File: src/hw/rtl/wmv2_php_pkg.sv
`timescale 1ns / 1ps
`default_nettype none

package wmv2_php_pkg;

	// result kinds
	localparam logic [2:0] KIND_SKIP     = 3'd0;
	localparam logic [2:0] KIND_ROW      = 3'd1;
	localparam logic [2:0] KIND_COL      = 3'd2;
	localparam logic [2:0] KIND_DONE     = 3'd3;
	localparam logic [2:0] KIND_BAD_QUANT = 3'd4;

	// skip modes
	localparam logic [1:0] SKIP_NONE = 2'd0;
	localparam logic [1:0] SKIP_MB   = 2'd1;
	localparam logic [1:0] SKIP_ROW  = 2'd2;
	localparam logic [1:0] SKIP_COL  = 2'd3;

	// flag bit positions
	localparam int FLAG_W        = 7;
	localparam int FLAG_JTYPE    = 0;
	localparam int FLAG_PERMBRL  = 1;
	localparam int FLAG_DC       = 2;
	localparam int FLAG_MV       = 3;
	localparam int FLAG_MSPEL    = 4;
	localparam int FLAG_PERMBABT = 5;
	localparam int FLAG_NORND    = 6;

	// configuration register indexes
	localparam int CFG_IDX_W = 3;
	localparam logic [CFG_IDX_W-1:0] CFG_MB_WIDTH   = 3'd0;
	localparam logic [CFG_IDX_W-1:0] CFG_MB_HEIGHT  = 3'd1;
	localparam logic [CFG_IDX_W-1:0] CFG_MSPEL_OK   = 3'd2;
	localparam logic [CFG_IDX_W-1:0] CFG_ABT_OK     = 3'd3;
	localparam logic [CFG_IDX_W-1:0] CFG_JTYPE_OK   = 3'd4;
	localparam logic [CFG_IDX_W-1:0] CFG_PER_MB_RL_OK = 3'd5;

	localparam int CFG_DATA_W = 8;

	// field widths
	localparam int POS_W   = 7;
	localparam int QSCALE_W = 5;

endpackage

`default_nettype wire

File: src/hw/rtl/wmv2_picture_header_parser.sv
`timescale 1ns / 1ps
`default_nettype none

// Picture header parser, fed one bitstream bit per item.
// Input channel: in_valid/in_ready carry bit_req and frame_start; an item with
// frame_start high begins a new header, abandoning any header in progress.
// Output channel: out_valid/out_ready carry at most one result per input item:
// skip entries, row or column all-skip results, a header-done result with all
// parsed fields, or a bad-quantizer result when the quantizer reads zero.
// Configuration: cfg_wr_en/cfg_addr/cfg_data write the size and enable
// registers; write them only while the parser has no item in
// flight.
// Path: an accepted item passes through the input register, then the state
// update and result register, before its result reaches the output.
// Throughput: one item per cycle while no result waits on out_ready; the
// bit-level state machine and counters update in a single step per item.
// Stall: while a result waits on out_ready, one more item can be taken into
// the input register; further input stalls until the result is taken.
// Reset: the parser goes idle awaiting a frame start, all parsed fields clear,
// the picture size reads one by one macroblock and the enables read 0.
module wmv2_picture_header_parser
	import wmv2_php_pkg::*;
#(
	parameter int MAX_MB_COLS = 128,
	parameter int MAX_MB_ROWS = 128
) (
	input  wire logic                  clk,
	input  wire logic                  arst_n,
	input  wire logic                  in_valid,
	output logic                       in_ready,
	input  wire logic                  bit_req,
	input  wire logic                  frame_start,
	output logic                       out_valid,
	input  wire logic                  out_ready,
	output logic [2:0]                 kind,
	output logic [POS_W-1:0]           mb_x,
	output logic [POS_W-1:0]           mb_y,
	output logic                       skip,
	output logic                       frame_type,
	output logic [QSCALE_W-1:0]        qscale,
	output logic [1:0]                 skip_mode,
	output logic [FLAG_W-1:0]          flags,
	output logic [1:0]                 rl_index,
	output logic [1:0]                 rl_chroma_index,
	output logic [1:0]                 cbp_code,
	output logic [1:0]                 abt_kind,
	input  wire logic                  cfg_wr_en,
	input  wire logic [CFG_IDX_W-1:0]  cfg_addr,
	input  wire logic [CFG_DATA_W-1:0] cfg_data
);

	localparam int CW  = $clog2(MAX_MB_COLS + 1);
	localparam int RW  = $clog2(MAX_MB_ROWS + 1);
	localparam int CXW0 = (CW > RW) ? CW + 1 : RW + 1;
	localparam int CXW = (CXW0 > CFG_DATA_W + 1) ? CXW0 : CFG_DATA_W + 1;

	typedef enum logic [4:0] {
		PH_IDLE, PH_PTYPE, PH_MARKER, PH_QSCALE, PH_JTYPE, PH_IRLFLAG, PH_IRLC,
		PH_IRLC2, PH_IRLL, PH_IRLL2, PH_IDC, PH_SKIPMODE, PH_MBBITS, PH_ROWHEAD,
		PH_ROWBITS, PH_COLHEAD, PH_COLBITS, PH_CBP, PH_CBP2, PH_MSPEL, PH_ABTFLAG,
		PH_ABT, PH_ABT2, PH_PRLFLAG, PH_PRL, PH_PRL2, PH_PDC, PH_PMV
	} phase_t;

	// configuration
	logic [CFG_DATA_W-1:0] pic_cols_q, pic_rows_q;
	logic                  mspel_ok_q, abt_ok_q, jtype_ok_q, per_mb_rl_ok_q;

	// input register
	logic valid_s1, bit_s1, start_s1;

	// parser state
	phase_t              phase_q;
	logic [2:0]          bits_left_q;
	logic [QSCALE_W-1:0] accum_q;
	logic [CW-1:0]       col_q;
	logic [RW-1:0]       row_q;
	logic [1:0]          skip_mode_q;
	logic                pict_q;
	logic [QSCALE_W-1:0] qscale_q;
	logic [FLAG_W-1:0]   flags_q;
	logic [1:0]          rl_luma_q, rl_chroma_q, cbp_q, abt_q;

	// next values
	phase_t              n_phase, cur;
	logic [2:0]          n_bits;
	logic [QSCALE_W-1:0] n_accum;
	logic [CW-1:0]       n_col, col_inc;
	logic [RW-1:0]       n_row, row_inc;
	logic [1:0]          n_skip_mode;
	logic                n_pict;
	logic [QSCALE_W-1:0] n_qscale;
	logic [FLAG_W-1:0]   n_flags;
	logic [1:0]          n_rl_luma, n_rl_chroma, n_cbp, n_abt;
	logic [1:0]          tri_hi;

	logic                emit, fin;
	logic [2:0]          e_kind;
	logic [POS_W-1:0]    e_x, e_y;
	logic                e_skip;
	logic                tail_cbp, tail_mspel, tail_abt, tail_intra;
	logic [CXW-1:0]      eff_cols, eff_rows;
	logic                col_end, row_end;
	logic                adv;

	assign adv      = !out_valid || out_ready;
	assign in_ready = !valid_s1 || adv;

	always_comb begin
		if (pic_cols_q == '0) begin
			eff_cols = CXW'(1);
		end else if (CXW'(pic_cols_q) > CXW'(MAX_MB_COLS)) begin
			eff_cols = CXW'(MAX_MB_COLS);
		end else begin
			eff_cols = CXW'(pic_cols_q);
		end
		if (pic_rows_q == '0) begin
			eff_rows = CXW'(1);
		end else if (CXW'(pic_rows_q) > CXW'(MAX_MB_ROWS)) begin
			eff_rows = CXW'(MAX_MB_ROWS);
		end else begin
			eff_rows = CXW'(pic_rows_q);
		end
	end

	assign col_inc = col_q + CW'(1);
	assign row_inc = row_q + RW'(1);
	assign col_end = CXW'(col_inc) >= eff_cols;
	assign row_end = CXW'(row_inc) >= eff_rows;
	// second bit of a tri-state code: 1 plus the bit
	assign tri_hi  = 2'd1 + {1'b0, bit_s1};

	always_comb begin
		n_phase     = phase_q;
		n_bits      = bits_left_q;
		n_accum     = accum_q;
		n_col       = col_q;
		n_row       = row_q;
		n_skip_mode = skip_mode_q;
		n_pict      = pict_q;
		n_qscale    = qscale_q;
		n_flags     = flags_q;
		n_rl_luma   = rl_luma_q;
		n_rl_chroma = rl_chroma_q;
		n_cbp       = cbp_q;
		n_abt       = abt_q;
		emit        = 1'b0;
		fin         = 1'b0;
		e_kind      = KIND_SKIP;
		e_x         = '0;
		e_y         = '0;
		e_skip      = 1'b0;
		tail_cbp    = 1'b0;
		tail_mspel  = 1'b0;
		tail_abt    = 1'b0;
		tail_intra  = 1'b0;

		cur = start_s1 ? PH_PTYPE : phase_q;

		unique case (cur)
			PH_PTYPE: begin
				n_pict = bit_s1;
				if (!bit_s1) begin
					n_bits  = 3'd7;
					n_phase = PH_MARKER;
				end else begin
					n_bits  = 3'd5;
					n_accum = '0;
					n_phase = PH_QSCALE;
				end
			end
			PH_MARKER: begin
				n_bits  = bits_left_q - 3'd1;
				n_phase = PH_MARKER;
				if (n_bits == 3'd0) begin
					n_bits  = 3'd5;
					n_accum = '0;
					n_phase = PH_QSCALE;
				end
			end
			PH_QSCALE: begin
				n_accum = {accum_q[QSCALE_W-2:0], bit_s1};
				n_bits  = bits_left_q - 3'd1;
				n_phase = PH_QSCALE;
				if (n_bits == 3'd0) begin
					n_qscale = n_accum;
					if (n_accum == '0) begin
						emit    = 1'b1;
						e_kind  = KIND_BAD_QUANT;
						n_phase = PH_IDLE;
					end else if (!pict_q) begin
						if (jtype_ok_q) begin
							n_phase = PH_JTYPE;
						end else begin
							n_flags[FLAG_JTYPE] = 1'b0;
							tail_intra = 1'b1;
						end
					end else begin
						n_flags[FLAG_JTYPE] = 1'b0;
						n_bits  = 3'd2;
						n_accum = '0;
						n_phase = PH_SKIPMODE;
					end
				end
			end
			PH_JTYPE: begin
				n_flags[FLAG_JTYPE] = bit_s1;
				tail_intra = 1'b1;
			end
			PH_IRLFLAG: begin
				n_flags[FLAG_PERMBRL] = bit_s1;
				n_phase = bit_s1 ? PH_IDC : PH_IRLC;
			end
			PH_IRLC: begin
				n_rl_chroma = 2'd0;
				n_phase = bit_s1 ? PH_IRLC2 : PH_IRLL;
			end
			PH_IRLC2: begin
				n_rl_chroma = tri_hi;
				n_phase = PH_IRLL;
			end
			PH_IRLL: begin
				n_rl_luma = 2'd0;
				n_phase = bit_s1 ? PH_IRLL2 : PH_IDC;
			end
			PH_IRLL2: begin
				n_rl_luma = tri_hi;
				n_phase = PH_IDC;
			end
			PH_IDC: begin
				n_flags[FLAG_DC] = bit_s1;
				fin = 1'b1;
			end
			PH_SKIPMODE: begin
				n_accum = {{(QSCALE_W-2){1'b0}}, accum_q[0], bit_s1};
				n_bits  = bits_left_q - 3'd1;
				n_phase = PH_SKIPMODE;
				if (n_bits == 3'd0) begin
					n_skip_mode = n_accum[1:0];
					n_col = '0;
					n_row = '0;
					unique case (n_accum[1:0])
						SKIP_MB:  n_phase = PH_MBBITS;
						SKIP_ROW: n_phase = PH_ROWHEAD;
						SKIP_COL: n_phase = PH_COLHEAD;
						default:  n_phase = PH_CBP;
					endcase
				end
			end
			PH_MBBITS: begin
				emit   = 1'b1;
				e_kind = KIND_SKIP;
				e_x    = POS_W'(col_q);
				e_y    = POS_W'(row_q);
				e_skip = bit_s1;
				if (col_end) begin
					n_col = '0;
					n_row = row_inc;
					if (row_end) begin
						n_phase = PH_CBP;
					end
				end else begin
					n_col = col_inc;
				end
			end
			PH_ROWHEAD: begin
				if (bit_s1) begin
					emit    = 1'b1;
					e_kind  = KIND_ROW;
					e_y     = POS_W'(row_q);
					e_skip  = 1'b1;
					n_row   = row_inc;
					n_phase = row_end ? PH_CBP : PH_ROWHEAD;
				end else begin
					n_col   = '0;
					n_phase = PH_ROWBITS;
				end
			end
			PH_ROWBITS: begin
				emit   = 1'b1;
				e_kind = KIND_SKIP;
				e_x    = POS_W'(col_q);
				e_y    = POS_W'(row_q);
				e_skip = bit_s1;
				n_col  = col_inc;
				if (col_end) begin
					n_row   = row_inc;
					n_phase = row_end ? PH_CBP : PH_ROWHEAD;
				end
			end
			PH_COLHEAD: begin
				if (bit_s1) begin
					emit    = 1'b1;
					e_kind  = KIND_COL;
					e_x     = POS_W'(col_q);
					e_skip  = 1'b1;
					n_col   = col_inc;
					n_phase = col_end ? PH_CBP : PH_COLHEAD;
				end else begin
					n_row   = '0;
					n_phase = PH_COLBITS;
				end
			end
			PH_COLBITS: begin
				emit   = 1'b1;
				e_kind = KIND_SKIP;
				e_x    = POS_W'(col_q);
				e_y    = POS_W'(row_q);
				e_skip = bit_s1;
				n_row  = row_inc;
				if (row_end) begin
					n_col   = col_inc;
					n_phase = col_end ? PH_CBP : PH_COLHEAD;
				end
			end
			PH_CBP: begin
				if (bit_s1) begin
					n_phase = PH_CBP2;
				end else begin
					n_cbp    = 2'd0;
					tail_cbp = 1'b1;
				end
			end
			PH_CBP2: begin
				n_cbp    = tri_hi;
				tail_cbp = 1'b1;
			end
			PH_MSPEL: begin
				n_flags[FLAG_MSPEL] = bit_s1;
				tail_mspel = 1'b1;
			end
			PH_ABTFLAG: begin
				n_flags[FLAG_PERMBABT] = !bit_s1;
				if (bit_s1) begin
					n_phase = PH_ABT;
				end else begin
					tail_abt = 1'b1;
				end
			end
			PH_ABT: begin
				if (bit_s1) begin
					n_phase = PH_ABT2;
				end else begin
					n_abt    = 2'd0;
					tail_abt = 1'b1;
				end
			end
			PH_ABT2: begin
				n_abt    = tri_hi;
				tail_abt = 1'b1;
			end
			PH_PRLFLAG: begin
				n_flags[FLAG_PERMBRL] = bit_s1;
				n_phase = bit_s1 ? PH_PDC : PH_PRL;
			end
			PH_PRL: begin
				if (bit_s1) begin
					n_phase = PH_PRL2;
				end else begin
					n_rl_luma   = 2'd0;
					n_rl_chroma = 2'd0;
					n_phase     = PH_PDC;
				end
			end
			PH_PRL2: begin
				n_rl_luma   = tri_hi;
				n_rl_chroma = tri_hi;
				n_phase     = PH_PDC;
			end
			PH_PDC: begin
				n_flags[FLAG_DC] = bit_s1;
				n_phase = PH_PMV;
			end
			PH_PMV: begin
				n_flags[FLAG_MV] = bit_s1;
				fin = 1'b1;
			end
			default: begin
				n_phase = PH_IDLE;
			end
		endcase

		// shared tails of the predicted header, in bitstream order
		if (tail_cbp) begin
			if (mspel_ok_q) begin
				n_phase = PH_MSPEL;
			end else begin
				n_flags[FLAG_MSPEL] = 1'b0;
				tail_mspel = 1'b1;
			end
		end
		if (tail_mspel) begin
			if (abt_ok_q) begin
				n_phase = PH_ABTFLAG;
			end else begin
				tail_abt = 1'b1;
			end
		end
		if (tail_abt) begin
			if (per_mb_rl_ok_q) begin
				n_phase = PH_PRLFLAG;
			end else begin
				n_flags[FLAG_PERMBRL] = 1'b0;
				n_phase = PH_PRL;
			end
		end
		// intra header after the j-type flag
		if (tail_intra) begin
			if (n_flags[FLAG_JTYPE]) begin
				fin = 1'b1;
			end else if (per_mb_rl_ok_q) begin
				n_phase = PH_IRLFLAG;
			end else begin
				n_flags[FLAG_PERMBRL] = 1'b0;
				n_phase = PH_IRLC;
			end
		end

		if (fin) begin
			n_flags[FLAG_NORND] = n_pict ? !n_flags[FLAG_NORND] : 1'b1;
			emit    = 1'b1;
			e_kind  = KIND_DONE;
			e_x     = '0;
			e_y     = '0;
			e_skip  = 1'b0;
			n_phase = PH_IDLE;
		end
	end

	always_ff @(posedge clk or negedge arst_n) begin
		if (!arst_n) begin
			pic_cols_q     <= CFG_DATA_W'(1);
			pic_rows_q     <= CFG_DATA_W'(1);
			mspel_ok_q     <= 1'b0;
			abt_ok_q       <= 1'b0;
			jtype_ok_q     <= 1'b0;
			per_mb_rl_ok_q <= 1'b0;
		end else if (cfg_wr_en) begin
			unique case (cfg_addr)
				CFG_MB_WIDTH:     pic_cols_q     <= cfg_data;
				CFG_MB_HEIGHT:    pic_rows_q     <= cfg_data;
				CFG_MSPEL_OK:     mspel_ok_q     <= cfg_data[0];
				CFG_ABT_OK:       abt_ok_q       <= cfg_data[0];
				CFG_JTYPE_OK:     jtype_ok_q     <= cfg_data[0];
				CFG_PER_MB_RL_OK: per_mb_rl_ok_q <= cfg_data[0];
				default: ;
			endcase
		end
	end

	always_ff @(posedge clk or negedge arst_n) begin
		if (!arst_n) begin
			valid_s1 <= 1'b0;
		end else if (in_ready) begin
			valid_s1 <= in_valid;
		end
	end

	always_ff @(posedge clk) begin
		if (in_ready && in_valid) begin
			bit_s1   <= bit_req;
			start_s1 <= frame_start;
		end
	end

	always_ff @(posedge clk or negedge arst_n) begin
		if (!arst_n) begin
			phase_q     <= PH_IDLE;
			bits_left_q <= '0;
			accum_q     <= '0;
			col_q       <= '0;
			row_q       <= '0;
			skip_mode_q <= '0;
			pict_q      <= 1'b0;
			qscale_q    <= '0;
			flags_q     <= '0;
			rl_luma_q   <= '0;
			rl_chroma_q <= '0;
			cbp_q       <= '0;
			abt_q       <= '0;
			out_valid   <= 1'b0;
		end else if (adv) begin
			out_valid <= valid_s1 && emit;
			if (valid_s1) begin
				phase_q     <= n_phase;
				bits_left_q <= n_bits;
				accum_q     <= n_accum;
				col_q       <= n_col;
				row_q       <= n_row;
				skip_mode_q <= n_skip_mode;
				pict_q      <= n_pict;
				qscale_q    <= n_qscale;
				flags_q     <= n_flags;
				rl_luma_q   <= n_rl_luma;
				rl_chroma_q <= n_rl_chroma;
				cbp_q       <= n_cbp;
				abt_q       <= n_abt;
			end
		end
	end

	always_ff @(posedge clk) begin
		if (adv && valid_s1 && emit) begin
			kind            <= e_kind;
			mb_x            <= e_x;
			mb_y            <= e_y;
			skip            <= e_skip;
			frame_type      <= n_pict;
			qscale          <= n_qscale;
			skip_mode       <= n_skip_mode;
			flags           <= n_flags;
			rl_index        <= n_rl_luma;
			rl_chroma_index <= n_rl_chroma;
			cbp_code        <= n_cbp;
			abt_kind        <= n_abt;
		end
	end

endmodule

`default_nettype wire
File: config.mk
export PLATFORM = sky130hd
export DESIGN_NAME = wmv2_picture_header_parser
export DESIGN_NICKNAME = d
export VERILOG_FILES = /design/src/hw/rtl/wmv2_php_pkg.sv /design/src/hw/rtl/wmv2_picture_header_parser.sv
export SDC_FILE = /design/constraint.sdc
export NUM_CORES = 1
export LEC_CHECK = 0
export ABC_CLOCK_PERIOD_IN_PS = 3590
export BUFFER_PORTS_ARGS = -buffer_cell sky130_fd_sc_hd__buf_2
export CAP_MARGIN = 10
export CORE_MARGIN = 2
export CORE_UTILIZATION = 25
export CTS_CLUSTER_SIZE = 28
export DETAILED_ROUTE_END_ITERATION = 7
export PLACE_DENSITY_LB_ADDON = 0.08
export SLEW_MARGIN = 30
export SYNTH_ARGS = -nofsm -noshare
export SYNTH_HDL_FRONTEND = slang
export SYNTH_SLANG_ARGS = --single-unit
export TNS_END_PERCENT = 20
File: constraint.sdc
create_clock -name clk -period 3.59 [get_ports clk]
set_input_delay 0 -clock clk [delete_from_list [all_inputs] [get_ports clk]]
set_output_delay 0 -clock clk [all_outputs]
set_load 0.02 [all_outputs]
==> results.json <==
{
  "ys_seq_elements": 116,
  "synth_ff_type": "dfrtp_1",
  "antennaDiodeCount": 0,
  "synth_cells": 678,
  "synth.distinct_cells": 85,
  "drtIter0Drc": 444,
  "worstSetupPathType": "reg2reg",
  "pre_cts_slack_ns": 0.4226,
  "areaGrowthSynthToFinish_pct": 24.39,
  "violations": "design-rule violations",
  "finalCritPeriodShare_pct": 89.17,
  "drcViolationCount": 2,
  "crit-reg2reg-launch": "row_q[0]$_DFFE_PN0P_",
  "cp-end-kind": "flop",
  "rrSetupSlack_ns": 0.39,
  "cts_made_buffers": 17,
  "rr_endpoint": "phase_q[1]$_DFFE_PN0P_",
  "worst_pin_slew_ns": 0.8184,
  "synthesis.nets": 716,
  "grt_pass1_wl_um": 32730,
  "slew-limit-headroom_pct": 45.44,
  "critPathArrivalTime_ns": 3.48,
  "clk_pin_slew_ns": 0.06,
  "hpwlAfterDp_um": 14940,
  "final_cells": 1118,
  "synthArstFlopShare_pct": 62.93,
  "fin_skew_ns": 0.01248,
  "layout-drive-gt1-share_pct": 21.97,
  "root_buffer": "clkbuf_16",
  "cp-start-kind": "flop",
  "core_area_um2": 26130,
  "io_pins": 61,
  "gr-total-overflow": 0,
  "place_inst": 1067,
  "final_util_pct": 31.74,
  "start_util_pct": 25.52,
  "globalplace.congestion": 0.8612,
  "finalSetupViolCount": 0,
  "cp.required_ns": 3.87,
  "cts-htree-levels": 4,
  "grt_usage_pct": 14.99,
  "cts_tree": "built",
  "rsz0062_at_grt": "false",
  "synth_area_leaders": "dfrtp_1, edfxtp_1, nand2_1",
  "p_leak_nw": 3.445,
  "setup_ws_ns": 0.3887,
  "synth_top_area_share_pct": 26.64,
  "ant_nets": 0,
  "layout_common_cells": "nand2_1, dfrtp_1, buf_2",
  "drv_cap": 0,
  "clock_sinks": 116,
  "rows": 59,
  "vias_per_cell": 5.038,
  "reg2reg_depth": 12,
  "die_w_um": 167.3,
  "fin_setup_tns_ns": 0,
  "firstDrtPassIters": 6,
  "synth_warnings": 0,
  "grt_max_degree": 46,
  "wirelength_um": 20450,
  "post-synth-top-area-cell": "dfrtp_1",
  "hold_violations": 0,
  "report.power.total_w": 0.005194,
  "power_density_nw_per_um2": 626.1,
  "final_max_slew_viol_count": 0,
  "endpoint": "phase_q[1]$_DFFE_PN0P_",
  "synth_edf_count": 43,
  "fmax_mhz": 312.4,
  "status": "finished, violations left",
  "syn_avg_cell_area_um2": 9.836,
  "clock_path_buffers": 2,
  "clkLatencyLatePin_ns": 0.42,
  "grt_pass1_vias": 5721,
  "final_common_cell": "nand2_1",
  "die_y_um": 167.3,
  "nNetsFinal": 808,
  "wire_per_inst_um": 18.29,
  "path_max_fanout": 7,
  "ys_seq_area_share_pct": 46.79,
  "antenna_found_initial": 0,
  "min_period_ns": 3.201,
  "syn-cell-area_um2": 6669,
  "num_vias": 5633,
  "dieArea_um2": 28000,
  "portBuffers": 60,
  "hp-class": "in2reg",
  "startpoint": "row_q[0]$_DFFE_PN0P_",
  "ir_drop_mv": 0.2505
}
[flip-flops by register name (all words and copies together), names as in the netlist, 3 cells and up]
register and cells:
qscale 5, flags 7, qscale_q 5, mb_y 7, flags_q 7, col_q 8
kind 3, mb_x 7, bits_left_q 3, pic_cols_q 8, pic_rows_q 8, accum_q 4
phase_q 5, row_q 8
[worst max-delay path, cell delays in order, from the launching register on]
cell       delay (ns)
dfrtp_1          0.48
ha_1             0.28
nand3_1          0.13
nor2_1           0.17
xor2_1           0.24
ha_1             0.28
o21ai_0          0.26
nor2_1           0.08
a311oi_2         0.24
buf_4            0.20
o21ai_0          0.10
a2111oi_0        0.47
o211ai_1         0.14
[what timing repair did]
action / in CTS / in global routing
setup buffers: 0 / 0
resized for setup: 0 / 0
hold buffers: 19 / 0
hold endpoints to repair: 70 / 0
[synth_stat cells, types with 8 or more instances]
cell type	n
nor3_1	14
o31ai_1	12
nand4_1	10
nor2b_1	10
inv_1	20
mux2_2	28
a21oi_1	31
edfxtp_1	43
xnor2_1	10
o21ai_0	48
ha_1	20
and2_1	15
nand2_1	89
nand2b_1	13
a211oi_1	8
nand3_1	22
dfrtp_1	71
nor2_1	36
clkbuf_1	24
[kinds of logic (layout without fill, tap and decap cells)]
family,after synthesis,after routing,synth area share [%]
buf+inv,60,165,3.771
simple gates,255,255,20.00
xor+xnor,15,15,1.970
flops,116,116,46.79
compound gates,182,182,18.69
fa+ha+maj,20,20,3.752
mux,30,30,5.028
[area by class of cell]
cell class	instances	area, µm²
Sequential cell	116	3120
Clock buffer	20	446.7
Timing Repair Buffer	111	758.2
Fill cell	2754	17840
Tap cell	335	419.2
Multi-Input combinational cell	502	3313
Clock inverter	12	155.1
Inverter	22	82.58
[how the worst min path moves through the flow]
stage,startpoint,endpoint,slack (ns),cells after the start
global route,cfg_addr[2],pic_cols_q[7]$_DFFE_PN0P_,0.008,3
detailed placement,arst_n,cbp_q[0]$_DFFE_PN0P_,0.09,1
CTS,cfg_addr[2],pic_cols_q[7]$_DFFE_PN0P_,0.004,3
global placement,arst_n,cbp_q[0]$_DFFE_PN0P_,0.09,1
floorplan,arst_n,abt_ok_q$_DFFE_PN0P_,-0.30,0
finish,cfg_addr[2],pic_cols_q[7]$_DFFE_PN0P_,0.004,3
[through the flow]
stage,hold WS (ns),area [µm²]
2_1_floorplan,-0.2956,6671
3_3_place_gp,0.08854,7495
3_5_place_dp,0.08509,7495
4_1_cts,0.003683,8287
5_1_grt,0.007772,8295
6_report,0.004458,8295
[per-layer routing]
| layer | vias to the layer above | track usage (%) | share of wire (%) |
|---|---|---|---|
| li1 | 2709 | - | - |
| met1 | 2775 | 19.40 | 46 |
| met2 | 124 | 24.59 | 48 |
| met3 | 25 | 3.262 | 4.3 |
| met4 | 0 | 5.671 | 2.2 |
| met5 | - | 0 | 0 |
[report_power, final]
group          switching [W]  internal, W
sequential          0.000247      0.00162
clock               0.000646      0.00111
combinational       0.000932     0.000643
No activity file was read; power rests on OpenSTA's default activity.
